--- src/hdl/four_channel_press_rate_meter_core_defines.svh ---
// ----------------------------------------------------------------------------
// Assertion macros for the press rate meter core
// Concurrent checks that compile away when NO_ASSERTIONS is defined.
// ----------------------------------------------------------------------------
`ifndef FOUR_CHANNEL_PRESS_RATE_METER_CORE_DEFINES_SVH
`define FOUR_CHANNEL_PRESS_RATE_METER_CORE_DEFINES_SVH
`ifndef NO_ASSERTIONS
// Same-cycle implication, disabled in reset.
`define FCPRM_ASSERT_IMPLY(label, clk, rst, cond, prop) \
   label: assert property (@(posedge clk) disable iff (rst) (cond) |-> (prop)) \
      else $error("fcprm: same-cycle check failed");
// Next-cycle implication, disabled in reset.
`define FCPRM_ASSERT_NEXT(label, clk, rst, cond, prop) \
   label: assert property (@(posedge clk) disable iff (rst) (cond) |=> (prop)) \
      else $error("fcprm: next-cycle check failed");
`else
`define FCPRM_ASSERT_IMPLY(label, clk, rst, cond, prop)
`define FCPRM_ASSERT_NEXT(label, clk, rst, cond, prop)
`endif
`endif

--- src/hdl/fcprm_pkg.sv ---
// ----------------------------------------------------------------------------
// Press rate meter package
// Widths, fixed-point constants and the controller/datapath interface types.
// ----------------------------------------------------------------------------
package fcprm_pkg;

   // Channel and field widths.
   localparam int CHANNELS      = 4;
   localparam int CH_BITS       = 2;
   localparam int TIME_BITS     = 32;
   localparam int FRACTION_BITS = 8;
   localparam int RATE_BITS     = 18;
   localparam int COUNT_BITS    = 32;
   localparam int AVG_BITS      = 24;

   // Divider and product widths.
   localparam int QUOT_BITS  = AVG_BITS;
   localparam int PROD_BITS  = COUNT_BITS + RATE_BITS;
   localparam int SAT_BITS   = TIME_BITS + QUOT_BITS;
   localparam int STEP_BITS  = $clog2(QUOT_BITS + 1);

   // One second in milliseconds, scaled to the rate fraction.
   localparam logic [RATE_BITS-1:0] SCALE   = RATE_BITS'(1000 << FRACTION_BITS);
   localparam logic [AVG_BITS-1:0]  AVG_MAX = {AVG_BITS{1'b1}};

   // Operation codes.
   localparam logic OP_SAMPLE  = 1'b0;
   localparam logic OP_RESTART = 1'b1;

   typedef logic [CH_BITS-1:0] ch_type;

   // Commands from the controller to the datapath.
   typedef struct packed {
      logic   load;
      logic   prep;
      logic   div_start;
      logic   commit;
      logic   finish;
      logic   emit;
      logic   last;
      ch_type ch;
   } cmd_type;

   // Status from the datapath to the controller.
   typedef struct packed {
      logic need_div;
      logic div_done;
      logic out_free;
   } stat_type;

endpackage

--- src/hdl/four_channel_press_rate_meter_core.sv ---
// ----------------------------------------------------------------------------
// Four-channel press rate meter
// Rising-edge counter and instant/average rate meter for four buttons.
// ----------------------------------------------------------------------------
// One item is handled at a time. Each channel whose sample sees a press at
// a nonzero interval, or whose restart average has to be divided, also
// passes through the single shared restoring divider, which produces one
// quotient bit per clock. The four reports leave in channel order through
// one output register, which may hold the final report while the next
// item is taken in.
module four_channel_press_rate_meter_core (
   input  logic        clock,
   input  logic        reset,
   input  logic        req_valid,
   output logic        req_stall,
   input  logic        req_operation,
   input  logic [31:0] req_time_ms,
   input  logic        req_button_a,
   input  logic        req_button_b,
   input  logic        req_button_x,
   input  logic        req_button_y,
   output logic        rsp_valid,
   input  logic        rsp_stall,
   output logic [1:0]  rsp_channel,
   output logic [17:0] rsp_instant_rate,
   output logic [31:0] rsp_press_count,
   output logic [23:0] rsp_average_rate,
   output logic [31:0] rsp_elapsed_ms,
   output logic        rsp_last_report
);
   import fcprm_pkg::*;

   cmd_type             cmd;
   stat_type            stat;
   logic [CHANNELS-1:0] levels;

   // Channel 0 in the low bit.
   assign levels = {req_button_y, req_button_x, req_button_b, req_button_a};

   fcprm_ctrl u_ctrl (
      .clock     (clock),
      .reset     (reset),
      .req_valid (req_valid),
      .req_stall (req_stall),
      .cmd       (cmd),
      .stat      (stat)
   );

   fcprm_dpath u_dpath (
      .clock            (clock),
      .reset            (reset),
      .cmd              (cmd),
      .stat             (stat),
      .req_operation    (req_operation),
      .req_time_ms      (req_time_ms),
      .req_levels       (levels),
      .rsp_valid        (rsp_valid),
      .rsp_stall        (rsp_stall),
      .rsp_channel      (rsp_channel),
      .rsp_instant_rate (rsp_instant_rate),
      .rsp_press_count  (rsp_press_count),
      .rsp_average_rate (rsp_average_rate),
      .rsp_elapsed_ms   (rsp_elapsed_ms),
      .rsp_last_report  (rsp_last_report)
   );

endmodule

--- src/hdl/fcprm_div.sv ---
// ----------------------------------------------------------------------------
// Press rate meter divider
// Restoring divider, one quotient bit per cycle, with a preset partial
// remainder so that only the needed quotient bits are developed.
// ----------------------------------------------------------------------------
module fcprm_div (
   input  logic                                 clock,
   input  logic                                 reset,
   input  logic                                 start,
   input  logic [fcprm_pkg::TIME_BITS-1:0]      rem_init,
   input  logic [fcprm_pkg::QUOT_BITS-1:0]      quot_init,
   input  logic [fcprm_pkg::TIME_BITS-1:0]      divisor,
   input  logic [fcprm_pkg::STEP_BITS-1:0]      steps,
   output logic                                 done,
   output logic [fcprm_pkg::QUOT_BITS-1:0]      quotient
);
   import fcprm_pkg::*;

   logic [TIME_BITS-1:0] rem_ff, rem_in;
   logic [QUOT_BITS-1:0] quot_ff, quot_in;
   logic [TIME_BITS-1:0] div_ff;
   logic [STEP_BITS-1:0] cnt_ff;
   logic                 busy_ff;
   logic                 done_ff;
   logic [TIME_BITS:0]   trial;
   logic [TIME_BITS:0]   diff;
   logic                 fits;

   // One restoring step: shift in the next dividend bit and try a subtract.
   always_comb begin
      trial   = {rem_ff, quot_ff[QUOT_BITS-1]};
      diff    = trial - {1'b0, div_ff};
      fits    = (trial >= {1'b0, div_ff});
      rem_in  = fits ? diff[TIME_BITS-1:0] : trial[TIME_BITS-1:0];
      quot_in = {quot_ff[QUOT_BITS-2:0], fits};
   end

   // Step counter and handshake flags.
   always_ff @(posedge clock) begin
      if (reset) begin
         busy_ff <= 1'b0;
         done_ff <= 1'b0;
         cnt_ff  <= '0;
      end else if (start) begin
         busy_ff <= 1'b1;
         done_ff <= 1'b0;
         cnt_ff  <= steps;
      end else if (busy_ff) begin
         cnt_ff <= cnt_ff - STEP_BITS'(1);
         if (cnt_ff == STEP_BITS'(1)) begin
            busy_ff <= 1'b0;
            done_ff <= 1'b1;
         end
      end else begin
         done_ff <= 1'b0;
      end
   end

   // Remainder, quotient and divisor registers.
   always_ff @(posedge clock) begin
      if (start) begin
         rem_ff  <= rem_init;
         quot_ff <= quot_init;
         div_ff  <= divisor;
      end else if (busy_ff) begin
         rem_ff  <= rem_in;
         quot_ff <= quot_in;
      end
   end

   assign done     = done_ff;
   assign quotient = quot_ff;

endmodule

--- src/hdl/fcprm_dpath.sv ---
// ----------------------------------------------------------------------------
// Press rate meter datapath
// Channel state, edge detection, rate arithmetic and the report register.
// ----------------------------------------------------------------------------
module fcprm_dpath (
   input  logic                                 clock,
   input  logic                                 reset,
   input  fcprm_pkg::cmd_type                   cmd,
   output fcprm_pkg::stat_type                  stat,
   input  logic                                 req_operation,
   input  logic [fcprm_pkg::TIME_BITS-1:0]      req_time_ms,
   input  logic [fcprm_pkg::CHANNELS-1:0]       req_levels,
   output logic                                 rsp_valid,
   input  logic                                 rsp_stall,
   output logic [fcprm_pkg::CH_BITS-1:0]        rsp_channel,
   output logic [fcprm_pkg::RATE_BITS-1:0]      rsp_instant_rate,
   output logic [fcprm_pkg::COUNT_BITS-1:0]     rsp_press_count,
   output logic [fcprm_pkg::AVG_BITS-1:0]       rsp_average_rate,
   output logic [fcprm_pkg::TIME_BITS-1:0]      rsp_elapsed_ms,
   output logic                                 rsp_last_report
);
   import fcprm_pkg::*;

   // Latched item.
   logic                 op_ff;
   logic [TIME_BITS-1:0] now_ff;
   logic [CHANNELS-1:0]  levels_ff;

   // Channel state.
   logic [CHANNELS-1:0]   prev_ff;
   logic [TIME_BITS-1:0]  press_time_ff [CHANNELS];
   logic [RATE_BITS-1:0]  inst_ff       [CHANNELS];
   logic [COUNT_BITS-1:0] count_ff      [CHANNELS];
   logic [AVG_BITS-1:0]   avg_ff        [CHANNELS];
   logic [TIME_BITS-1:0]  wstart_ff;

   // Product of the press count and the scale for one channel.
   logic [PROD_BITS-1:0] prod_ff, prod_in;

   // Report register.
   logic                  rsp_valid_ff;
   logic [CH_BITS-1:0]    rsp_channel_ff;
   logic [RATE_BITS-1:0]  rsp_inst_ff;
   logic [COUNT_BITS-1:0] rsp_count_ff;
   logic [AVG_BITS-1:0]   rsp_avg_ff;
   logic [TIME_BITS-1:0]  rsp_elapsed_ff;
   logic                  rsp_last_ff;

   // Per-channel terms.
   logic                 is_edge;
   logic [TIME_BITS-1:0] interval;
   logic [TIME_BITS-1:0] span;
   logic                 interval_zero;
   logic                 span_zero;
   logic                 saturate;

   // Divider connections.
   logic [TIME_BITS-1:0] div_rem_init;
   logic [QUOT_BITS-1:0] div_quot_init;
   logic [TIME_BITS-1:0] div_divisor;
   logic [STEP_BITS-1:0] div_steps;
   logic                 div_done;
   logic [QUOT_BITS-1:0] div_quot;

   // Edge, interval and span of the selected channel.
   always_comb begin
      is_edge       = levels_ff[cmd.ch] & ~prev_ff[cmd.ch];
      interval      = now_ff - press_time_ff[cmd.ch];
      span          = now_ff - wstart_ff;
      interval_zero = (interval == '0);
      span_zero     = (span == '0);
      saturate      = (SAT_BITS'(prod_ff) >= {span, {QUOT_BITS{1'b0}}});
      prod_in       = PROD_BITS'(count_ff[cmd.ch]) * PROD_BITS'(SCALE);
   end

   // Divider operands: the scale over the interval, or the product over the span.
   always_comb begin
      if (op_ff == OP_SAMPLE) begin
         div_rem_init  = '0;
         div_quot_init = QUOT_BITS'(SCALE) << (QUOT_BITS - RATE_BITS);
         div_divisor   = interval;
         div_steps     = STEP_BITS'(RATE_BITS);
      end else begin
         div_rem_init  = TIME_BITS'(prod_ff[PROD_BITS-1:QUOT_BITS]);
         div_quot_init = prod_ff[QUOT_BITS-1:0];
         div_divisor   = span;
         div_steps     = STEP_BITS'(QUOT_BITS);
      end
   end

   fcprm_div u_div (
      .clock     (clock),
      .reset     (reset),
      .start     (cmd.div_start),
      .rem_init  (div_rem_init),
      .quot_init (div_quot_init),
      .divisor   (div_divisor),
      .steps     (div_steps),
      .done      (div_done),
      .quotient  (div_quot)
   );

   // Status to the controller.
   always_comb begin
      stat.need_div = (op_ff == OP_SAMPLE) ? (is_edge && !interval_zero)
                                           : (!span_zero && !saturate);
      stat.div_done = div_done;
      stat.out_free = !rsp_valid_ff || !rsp_stall;
   end

   // Item latch and product register.
   always_ff @(posedge clock) begin
      if (cmd.load) begin
         op_ff     <= req_operation;
         now_ff    <= req_time_ms;
         levels_ff <= req_levels;
      end
      if (cmd.prep) begin
         prod_ff <= prod_in;
      end
   end

   // Channel state updates.
   always_ff @(posedge clock) begin
      if (reset) begin
         prev_ff   <= '0;
         wstart_ff <= '0;
         for (int i = 0; i < CHANNELS; i++) begin
            press_time_ff[i] <= '0;
            inst_ff[i]       <= '0;
            count_ff[i]      <= '0;
            avg_ff[i]        <= '0;
         end
      end else begin
         if (cmd.commit) begin
            if (op_ff == OP_SAMPLE) begin
               if (is_edge) begin
                  inst_ff[cmd.ch]       <= interval_zero ? SCALE : div_quot[RATE_BITS-1:0];
                  press_time_ff[cmd.ch] <= now_ff;
                  count_ff[cmd.ch]      <= count_ff[cmd.ch] + COUNT_BITS'(1);
               end
            end else begin
               if (span_zero) begin
                  avg_ff[cmd.ch] <= '0;
               end else if (saturate) begin
                  avg_ff[cmd.ch] <= AVG_MAX;
               end else begin
                  avg_ff[cmd.ch] <= div_quot;
               end
               count_ff[cmd.ch] <= '0;
            end
         end
         if (cmd.finish) begin
            if (op_ff == OP_SAMPLE) begin
               prev_ff <= levels_ff;
            end else begin
               wstart_ff <= now_ff;
            end
         end
      end
   end

   // Report valid flag.
   always_ff @(posedge clock) begin
      if (reset) begin
         rsp_valid_ff <= 1'b0;
      end else if (cmd.emit) begin
         rsp_valid_ff <= 1'b1;
      end else if (!rsp_stall) begin
         rsp_valid_ff <= 1'b0;
      end
   end

   // Report payload.
   always_ff @(posedge clock) begin
      if (cmd.emit) begin
         rsp_channel_ff <= cmd.ch;
         rsp_inst_ff    <= inst_ff[cmd.ch];
         rsp_count_ff   <= count_ff[cmd.ch];
         rsp_avg_ff     <= avg_ff[cmd.ch];
         rsp_elapsed_ff <= span;
         rsp_last_ff    <= cmd.last;
      end
   end

   assign rsp_valid        = rsp_valid_ff;
   assign rsp_channel      = rsp_channel_ff;
   assign rsp_instant_rate = rsp_inst_ff;
   assign rsp_press_count  = rsp_count_ff;
   assign rsp_average_rate = rsp_avg_ff;
   assign rsp_elapsed_ms   = rsp_elapsed_ff;
   assign rsp_last_report  = rsp_last_ff;

endmodule

--- src/hdl/fcprm_ctrl.sv ---
// ----------------------------------------------------------------------------
// Press rate meter controller
// Walks the channels once to update them, then once to send the reports.
// ----------------------------------------------------------------------------
`include "four_channel_press_rate_meter_core_defines.svh"

module fcprm_ctrl (
   input  logic                 clock,
   input  logic                 reset,
   input  logic                 req_valid,
   output logic                 req_stall,
   output fcprm_pkg::cmd_type   cmd,
   input  fcprm_pkg::stat_type  stat
);
   import fcprm_pkg::*;

   typedef enum logic [2:0] {
      ST_IDLE,
      ST_PREP,
      ST_CHECK,
      ST_DIV,
      ST_EMIT
   } state_type;

   localparam ch_type LAST_CH = CH_BITS'(CHANNELS - 1);

   state_type state_ff, state_in;
   ch_type    ch_ff, ch_in;
   logic      ch_last;

   // Next state and commands.
   always_comb begin
      state_in = state_ff;
      ch_in    = ch_ff;
      ch_last  = (ch_ff == LAST_CH);
      cmd      = '0;
      cmd.ch   = ch_ff;
      cmd.last = ch_last;
      unique case (state_ff)
         ST_IDLE: begin
            if (req_valid) begin
               cmd.load = 1'b1;
               ch_in    = '0;
               state_in = ST_PREP;
            end
         end
         ST_PREP: begin
            cmd.prep = 1'b1;
            state_in = ST_CHECK;
         end
         ST_CHECK: begin
            if (stat.need_div) begin
               cmd.div_start = 1'b1;
               state_in      = ST_DIV;
            end else begin
               cmd.commit = 1'b1;
               if (ch_last) begin
                  cmd.finish = 1'b1;
                  ch_in      = '0;
                  state_in   = ST_EMIT;
               end else begin
                  ch_in    = ch_ff + CH_BITS'(1);
                  state_in = ST_PREP;
               end
            end
         end
         ST_DIV: begin
            if (stat.div_done) begin
               cmd.commit = 1'b1;
               if (ch_last) begin
                  cmd.finish = 1'b1;
                  ch_in      = '0;
                  state_in   = ST_EMIT;
               end else begin
                  ch_in    = ch_ff + CH_BITS'(1);
                  state_in = ST_PREP;
               end
            end
         end
         ST_EMIT: begin
            if (stat.out_free) begin
               cmd.emit = 1'b1;
               if (ch_last) begin
                  state_in = ST_IDLE;
               end else begin
                  ch_in = ch_ff + CH_BITS'(1);
               end
            end
         end
         default: begin
            state_in = ST_IDLE;
         end
      endcase
   end

   // State and channel index.
   always_ff @(posedge clock) begin
      if (reset) begin
         state_ff <= ST_IDLE;
         ch_ff    <= '0;
      end else begin
         state_ff <= state_in;
         ch_ff    <= ch_in;
      end
   end

   assign req_stall = (state_ff != ST_IDLE);

   // Checks on the command sequence.
   `FCPRM_ASSERT_IMPLY(a_div_needed, clock, reset, cmd.div_start, stat.need_div)
   `FCPRM_ASSERT_IMPLY(a_emit_free, clock, reset, cmd.emit, stat.out_free)
   `FCPRM_ASSERT_IMPLY(a_done_in_div, clock, reset, stat.div_done, state_ff == ST_DIV)
   `FCPRM_ASSERT_NEXT(a_last_idle, clock, reset, cmd.emit && cmd.last, state_ff == ST_IDLE)

endmodule
--- config.mk ---
export PLATFORM = sky130hd
export DESIGN_NAME = four_channel_press_rate_meter_core
export DESIGN_NICKNAME = d
export VERILOG_FILES = /design/src/hdl/fcprm_pkg.sv /design/src/hdl/four_channel_press_rate_meter_core.sv /design/src/hdl/fcprm_div.sv /design/src/hdl/fcprm_dpath.sv /design/src/hdl/fcprm_ctrl.sv
export VERILOG_INCLUDE_DIRS = /design/src /design/src/hdl
export SDC_FILE = /design/constraint.sdc
export NUM_CORES = 2
export LEC_CHECK = 0
export ABC_CLOCK_PERIOD_IN_PS = 11760
export BUFFER_PORTS_ARGS = -buffer_cell sky130_fd_sc_hd__buf_4
export CORE_MARGIN = 8
export CORE_UTILIZATION = 45
export CTS_BUF_LIST = sky130_fd_sc_hd__clkbuf_8
export CTS_CLUSTER_DIAMETER = 200
export CTS_CLUSTER_SIZE = 14
export DETAILED_ROUTE_END_ITERATION = 10
export PLACE_DENSITY = 0.65
export SLEW_MARGIN = 5
export SYNTH_ARGS = -nofsm -noshare
export SYNTH_HDL_FRONTEND = slang
export SYNTH_HIERARCHICAL = 1
export SYNTH_SLANG_ARGS = --single-unit
--- constraint.sdc ---
create_clock -name clock -period 11.76 [get_ports clock]
set_clock_uncertainty 0.1 [all_clocks]
set_input_delay 0.588 -clock clock [delete_from_list [all_inputs] [get_ports clock]]
set_output_delay 0.588 -clock clock [all_outputs]
set_load 0.01 [all_outputs]
# == Yosys cells after proc, flatten, opt, wreduce, memory -nomap -nowiden ==
# Memories as Yosys holds them, arrays and structs flattened. A register that Yosys moved wholly into a read port is not among the register bits.
# Index checks and enable logic that the tools add are counted.
# op_classes
addsub,6
mul,1
n_lt_le_gt_ge,3
eq_ne,13
muxes,94
bitwise,7
reduce_logical,23
# ops
cell,count
$mux W32,7
$mux W24,6
$sub A32 B32 Y32,3
$logic_not A32 Y1,2
$reduce_or A32 Y1,2
$ge A50 B56 Y1,1
$mux W1,48
$mul A32 B7 Y39 const B,1
$mux W18,2
$ge A33 B32 Y1,1
$add A32 B1 Y32 const B,1
$mux W2,16
$mux W26,1
$reduce_or A24 Y1,1
$mux W3,6
$reduce_or A18 Y1,1
$pmux W3 S5,1
$mux W5,2
$ne A2 B2 Y1 const B,4
$pmux W2 S4,1
$eq A3 B2 Y1 const B,2
$ne A2 B1 Y1 const B,3
$reduce_and A6 Y1,1
$eq A5 B1 Y1 const B,1
other kinds (22),33
# totals
regBits,280
mem_bits_rw,424
input_bits,41
output_inout_bits,111
elab_cells,170
mem_count,4
# mem_list
memory,depth,word_bits,read_ports,rd_ports_with_merged_regs,wr,line_no,rtl
u_dpath.count_ff,4,32,1,1,4,fcprm_dpath.sv:33,logic [COUNT_BITS-1:0] count_ff [CHANNELS];
u_dpath.press_time_ff,4,32,1,1,4,fcprm_dpath.sv:31,logic [TIME_BITS-1:0] press_time_ff [CHANNELS];
u_dpath.avg_ff,4,24,1,1,4,fcprm_dpath.sv:34,logic [AVG_BITS-1:0] avg_ff [CHANNELS];
u_dpath.inst_ff,4,18,1,1,4,fcprm_dpath.sv:32,logic [RATE_BITS-1:0] inst_ff [CHANNELS];

# == Longest topological paths before layout ==
# depth
ltp_word,15
ltp_mapped,31
depth_no_buf,28

# == By module ==
# Netlist, hierarchy kept.
# modules_own_cells
mod,instances,cells_each,area_per_inst_um2
fcprm_dpath,1,3053,36963.0
fcprm_div,1,539,6118.4
fcprm_ctrl,1,55,424.2

# == Worst setup path after synthesis ==
# Ideal clock, no wire load.
# synth_timing
path_type,reg2reg
start,register u_ctrl.ch_ff[1]
end,"memory u_dpath.count_ff[2][0], enable pin"
arrival_ps,8325
path_slack_ps,2941
stages_incl_launch_ff,28
path_buffers,7
synth_period_minus_slack_ps,8819
path_cell_list,dfxtp_1 -> clkbuf_1 -> buf_1 -> clkbuf_1 -> clkbuf_1 -> buf_1 -> mux4_2 -> ha_1 -> fa_1 -> nor2b_1 -> o2111ai_1 -> a31o_2 -> a211oi_1 -> nand3_1 -> a311oi_1 -> nand4_1 -> nor4_1 -> and4b_1 -> buf_2 -> buf_2 -> o32ai_1 -> nand2b_1 -> o21ai_0 -> nor2_1 -> nor2b_1 -> nand2_1 -> o21bai_1 -> nand2b_1
# synth_lines
element,line_no,rtl
from (decl),fcprm_ctrl.sv:28,"ch_type ch_ff, ch_in;"
from (signal assigned),fcprm_ctrl.sv:103,ch_ff <= ch_in;
to (decl),fcprm_dpath.sv:33,

==> impl_metrics.tcl <==
set metrics [dict create \
    status "completed" \
    postSynthCellCount 3647 \
    clkTransAtPathRegs_ps 100 \
    max_freq_mhz 110 \
    cp.required_ps 12040 \
    switching_share_pct 44.8 \
    worst_pin_slew_ps 1090 \
    min_period_ps 9070 \
    drt_iter0_drc 2701 \
    tritoncts "yes" \
    dpl_worst_slack_ps 2820 \
    place.gp.congestion 0.945 \
    cts_resized 0 \
    die_area_um2 107000 \
    first_pass_iters 5 \
    min_path_type "input pin to register" \
    finalSetupViolCount 0 \
    core_um2 96300 \
    p_per_area_nw_per_um2 316 \
    synth.avg_cell_area_um2 11.9 \
    cts.sinks 746 \
    p_switching_uw 6710 \
    slew-limit-headroom_pct 26.9 \
    hold_viol_final 0 \
    cp_max_fo 43 \
    synthFlopType "edfxtp_1" \
    die_h_um 327 \
    cp-end-kind "register" \
    synth_edf_count 697 \
    p_int_uw 8290 \
    rsz0062_at_grt "false" \
    vias 29000 \
    io_buffer_count 151 \
    grt_overflow 0 \
    comb_power_share_pct 63.9 \
    clockPowerShare_pct 9.1 \
    netlist_area_um2 43500 \
    power_frac_seq_pct 27.0 \
    fill_cells 8607 \
    start_kind "register" \
    arrival_ps 9340 \
    fin_ws_ps 2690 \
    num_rows 114 \
    dp_hpwl_mm 81.3 \
    area.growth.synth_to_final_pct 9.09 \
    routed_via_density 5.67 \
    clockRootBuffer "clkbuf_8" \
    yosysSeqAreaShare_pct 50.4 \
    ys_ff_latch 746 \
    fin_crit_sh_pct 77.1 \
    layout_common_cells "edfxtp_1, inv_1, nor2_1" \
    worstSkewPairLatency_ps 770 \
    cap_viol_max_count 0 \
    layout_commonest_cell "edfxtp_1" \
    grt_pass1_vias 28600 \
    async_reset_ff_share_pct 0 \
    r2r_start "u_dpath/now_ff[5]$_DFFE_PP_" \
    wire_per_inst_um 22.8 \
    initial_utilization_pct 45.2 \
    drive_gt1_share_pct 13.2 \
    gr-usage-all-layers_pct 21.1 \
    htreeDepth 2 \
    cp-startpoint "u_dpath/now_ff[5]$_DFFE_PP_" \
    nets 4154 \
    route.detailed.drc 0 \
    timing_worst_setup_path_type "register to register" \
    leakage_uw 0.0185 \
    die_x_um 327 \
    r2r_end "u_dpath/press_time_ff[2][22]$_SDFFCE_PN0P_" \
    ys_warn_count 6 \
    antenna_left 0 \
    synthTopCellsByArea "edfxtp_1, ha_1, fa_1, mux4_2, inv_1" \
    synthDistinctLibCells 101 \
    total_power_uw 15000 \
    drv_slew 0 \
    ff2ff_path_depth 26 \
    wl_mm 116 \
    num_io_pins 152 \
    endpoint "u_dpath/press_time_ff[2][22]$_SDFFCE_PN0P_" \
    yosysTopAreaCellShare_pct 48.1 \
    synth_largest_area_cell "edfxtp_1" \
    tns_ps 0 \
    grt_max_degree 90 \
    peakVddDrop_mv 0.323 \
    r2r_slack_ps 2690 \
    cts_buffers 59 \
    grt_pass1_wl_mm 176 \
    clockBufferDepth 3 \
    antenna_found_initial 6 \
]
==> layer usage <==
| metal | track usage (%) | vias up | part of all wire, % |
|---|---|---|---|
| li1 | - | 13500 | - |
| met1 | 29.7 | 14400 | 44 |
| met2 | 33.6 | 899 | 46 |
| met3 | 3.21 | 184 | 6.0 |
| met4 | 6.86 | 0 | 3.5 |
| met5 | 0 | - | 0 |
==> area by class of cell <==
cell class / count / area [um^2] / share of cell area [%]
diodes: 2 / 5.00 / 0.0105
clock buffers: 60 / 826 / 1.74
clock inverters: 50 / 208 / 0.438
inverters: 354 / 1330 / 2.80
multi-input cells: 2385 / 19700 / 41.5
flip-flops and latches: 746 / 21900 / 46.2
well taps: 1276 / 1600 / 3.36
repair buffers: 237 / 1890 / 3.98
==> critical path, cell delays in order, from the launching register on <==
cell and delay, ps:
edfxtp_1 540, ha_1 500, nand4_1 310, a21o_1 260, a21oi_1 380, o22ai_1 260
o31ai_1 350, xor2_1 260, inv_1 130, ha_1 320, nand3_1 80, nor2_1 150
nand4_1 180, a2111oi_0 350, a21oi_1 180, nor3_4 140, buf_4 460, o32ai_1 170
nand2b_1 200, o21ai_0 120, nor2_1 320, nor2b_2 210, buf_4 360, nand2_1 580
or2_2 670, nand2b_2 540, buf_4 500
==> Yosys cell counts, types with 13 or more instances <==
| cell | instances |
|---|---|
| mux4_2 | 106 |
| buf_2 | 28 |
| nor3_1 | 62 |
| nor4_1 | 18 |
| mux2_2 | 52 |
| a211oi_1 | 21 |
| dfxtp_1 | 49 |
| or3_1 | 14 |
| nor2_1 | 243 |
| and3_1 | 86 |
| nand4_1 | 34 |
| nand3_1 | 53 |
| mux2i_1 | 13 |
| mux2_4 | 22 |
| fa_1 | 121 |
| a21oi_1 | 175 |
| buf_1 | 18 |
| ha_1 | 209 |
| and2_1 | 112 |
| a31oi_1 | 16 |
| nor2b_1 | 76 |
| a21o_1 | 70 |
| inv_1 | 351 |
| o211ai_1 | 23 |
| clkbuf_1 | 125 |
| nand2b_1 | 29 |
| o21bai_1 | 16 |
| o21ai_0 | 109 |
| xor2_1 | 41 |
| o21a_1 | 71 |
| edfxtp_1 | 697 |
| o2111ai_1 | 16 |
| nor3b_1 | 58 |
| xnor2_1 | 83 |
| nand2_1 | 231 |
==> sequential cells by signal, indices dropped and copies added, names as in the netlist, 24 cells and up <==
signal / count
u_dpath/rsp_average_rate: 24
u_dpath/press_time_ff: 128
u_dpath/wstart_ff: 32
u_dpath/prod_ff: 39
u_dpath/rsp_press_count: 32
u_dpath/now_ff: 32
u_dpath/u_div/quotient: 24
u_dpath/inst_ff: 72
u_dpath/rsp_elapsed_ms: 32
u_dpath/avg_ff: 96
u_dpath/count_ff: 128
u_dpath/u_div/rem_ff: 32
u_dpath/u_div/div_ff: 32
==> power by group through the flow <==
stage                     combinational [uW]  clock (uW)  sequential (uW)
after floorplan                         7440           0             3950
after global placement                  9370           0             4110
after detailed placement                9480           0             4110
after CTS                               9560        1410             4060
after global routing                   10700        1490             4100
final                                   9580        1360             4060
==> worst min path at each step <==
stage	startpoint	to	slack [ps]	cells after the start
5_1_grt	req_valid	u_dpath/levels_ff[0]$_DFFE_PP_	230	3
6_report	req_valid	u_dpath/levels_ff[1]$_DFFE_PP_	250	3
4_1_cts	req_valid	u_dpath/levels_ff[0]$_DFFE_PP_	170	3
3_5_place_dp	u_dpath/wstart_ff[11]$_SDFFE_PP0P_	u_dpath/wstart_ff[11]$_SDFFE_PP0P_	350	2
3_3_place_gp	u_dpath/wstart_ff[22]$_SDFFE_PP0P_	u_dpath/wstart_ff[22]$_SDFFE_PP0P_	340	2
2_1_floorplan	u_dpath/wstart_ff[10]$_SDFFE_PP0P_	u_dpath/wstart_ff[10]$_SDFFE_PP0P_	340	2
==> what timing repair did <==
action | 4_1_cts | 5_1_grt
setup buffers | 0 | 0
hold buffers | 38 | 0
endpoints found under the hold margin | 38 | 0
==> through the flow <==
stage | hold slack, ps | area (um^2) | utilization, % | cells
2_1_floorplan | 336 | 43600 | - | 3665
3_3_place_gp | 341 | 46000 | 47.8 | 4960
3_5_place_dp | 347 | 46000 | 47.8 | 4960
4_1_cts | 170 | 47500 | 49.3 | 5108
5_1_grt | 232 | 47500 | 49.3 | 5109
6_report | 251 | 47500 | 49.3 | 5110
==> logic make-up (layout without fill, tap and decap cells) <==
family                   Yosys count  after routing  share of synthesized area, %
adder cells (fa/ha/maj)          330            330                          11.6
buffers and inverters            534            701                          4.80
AND/OR/NAND/NOR                 1076           1076                          13.0
other                              2             22                        0.0173
flip-flops                       746            746                          50.4
XOR/XNOR                         124            124                          2.50
AO/OA/AOI/OAI                    642            642                          9.90
multiplexers                     193            193                          7.89
(Power assumes the default switching activity.)
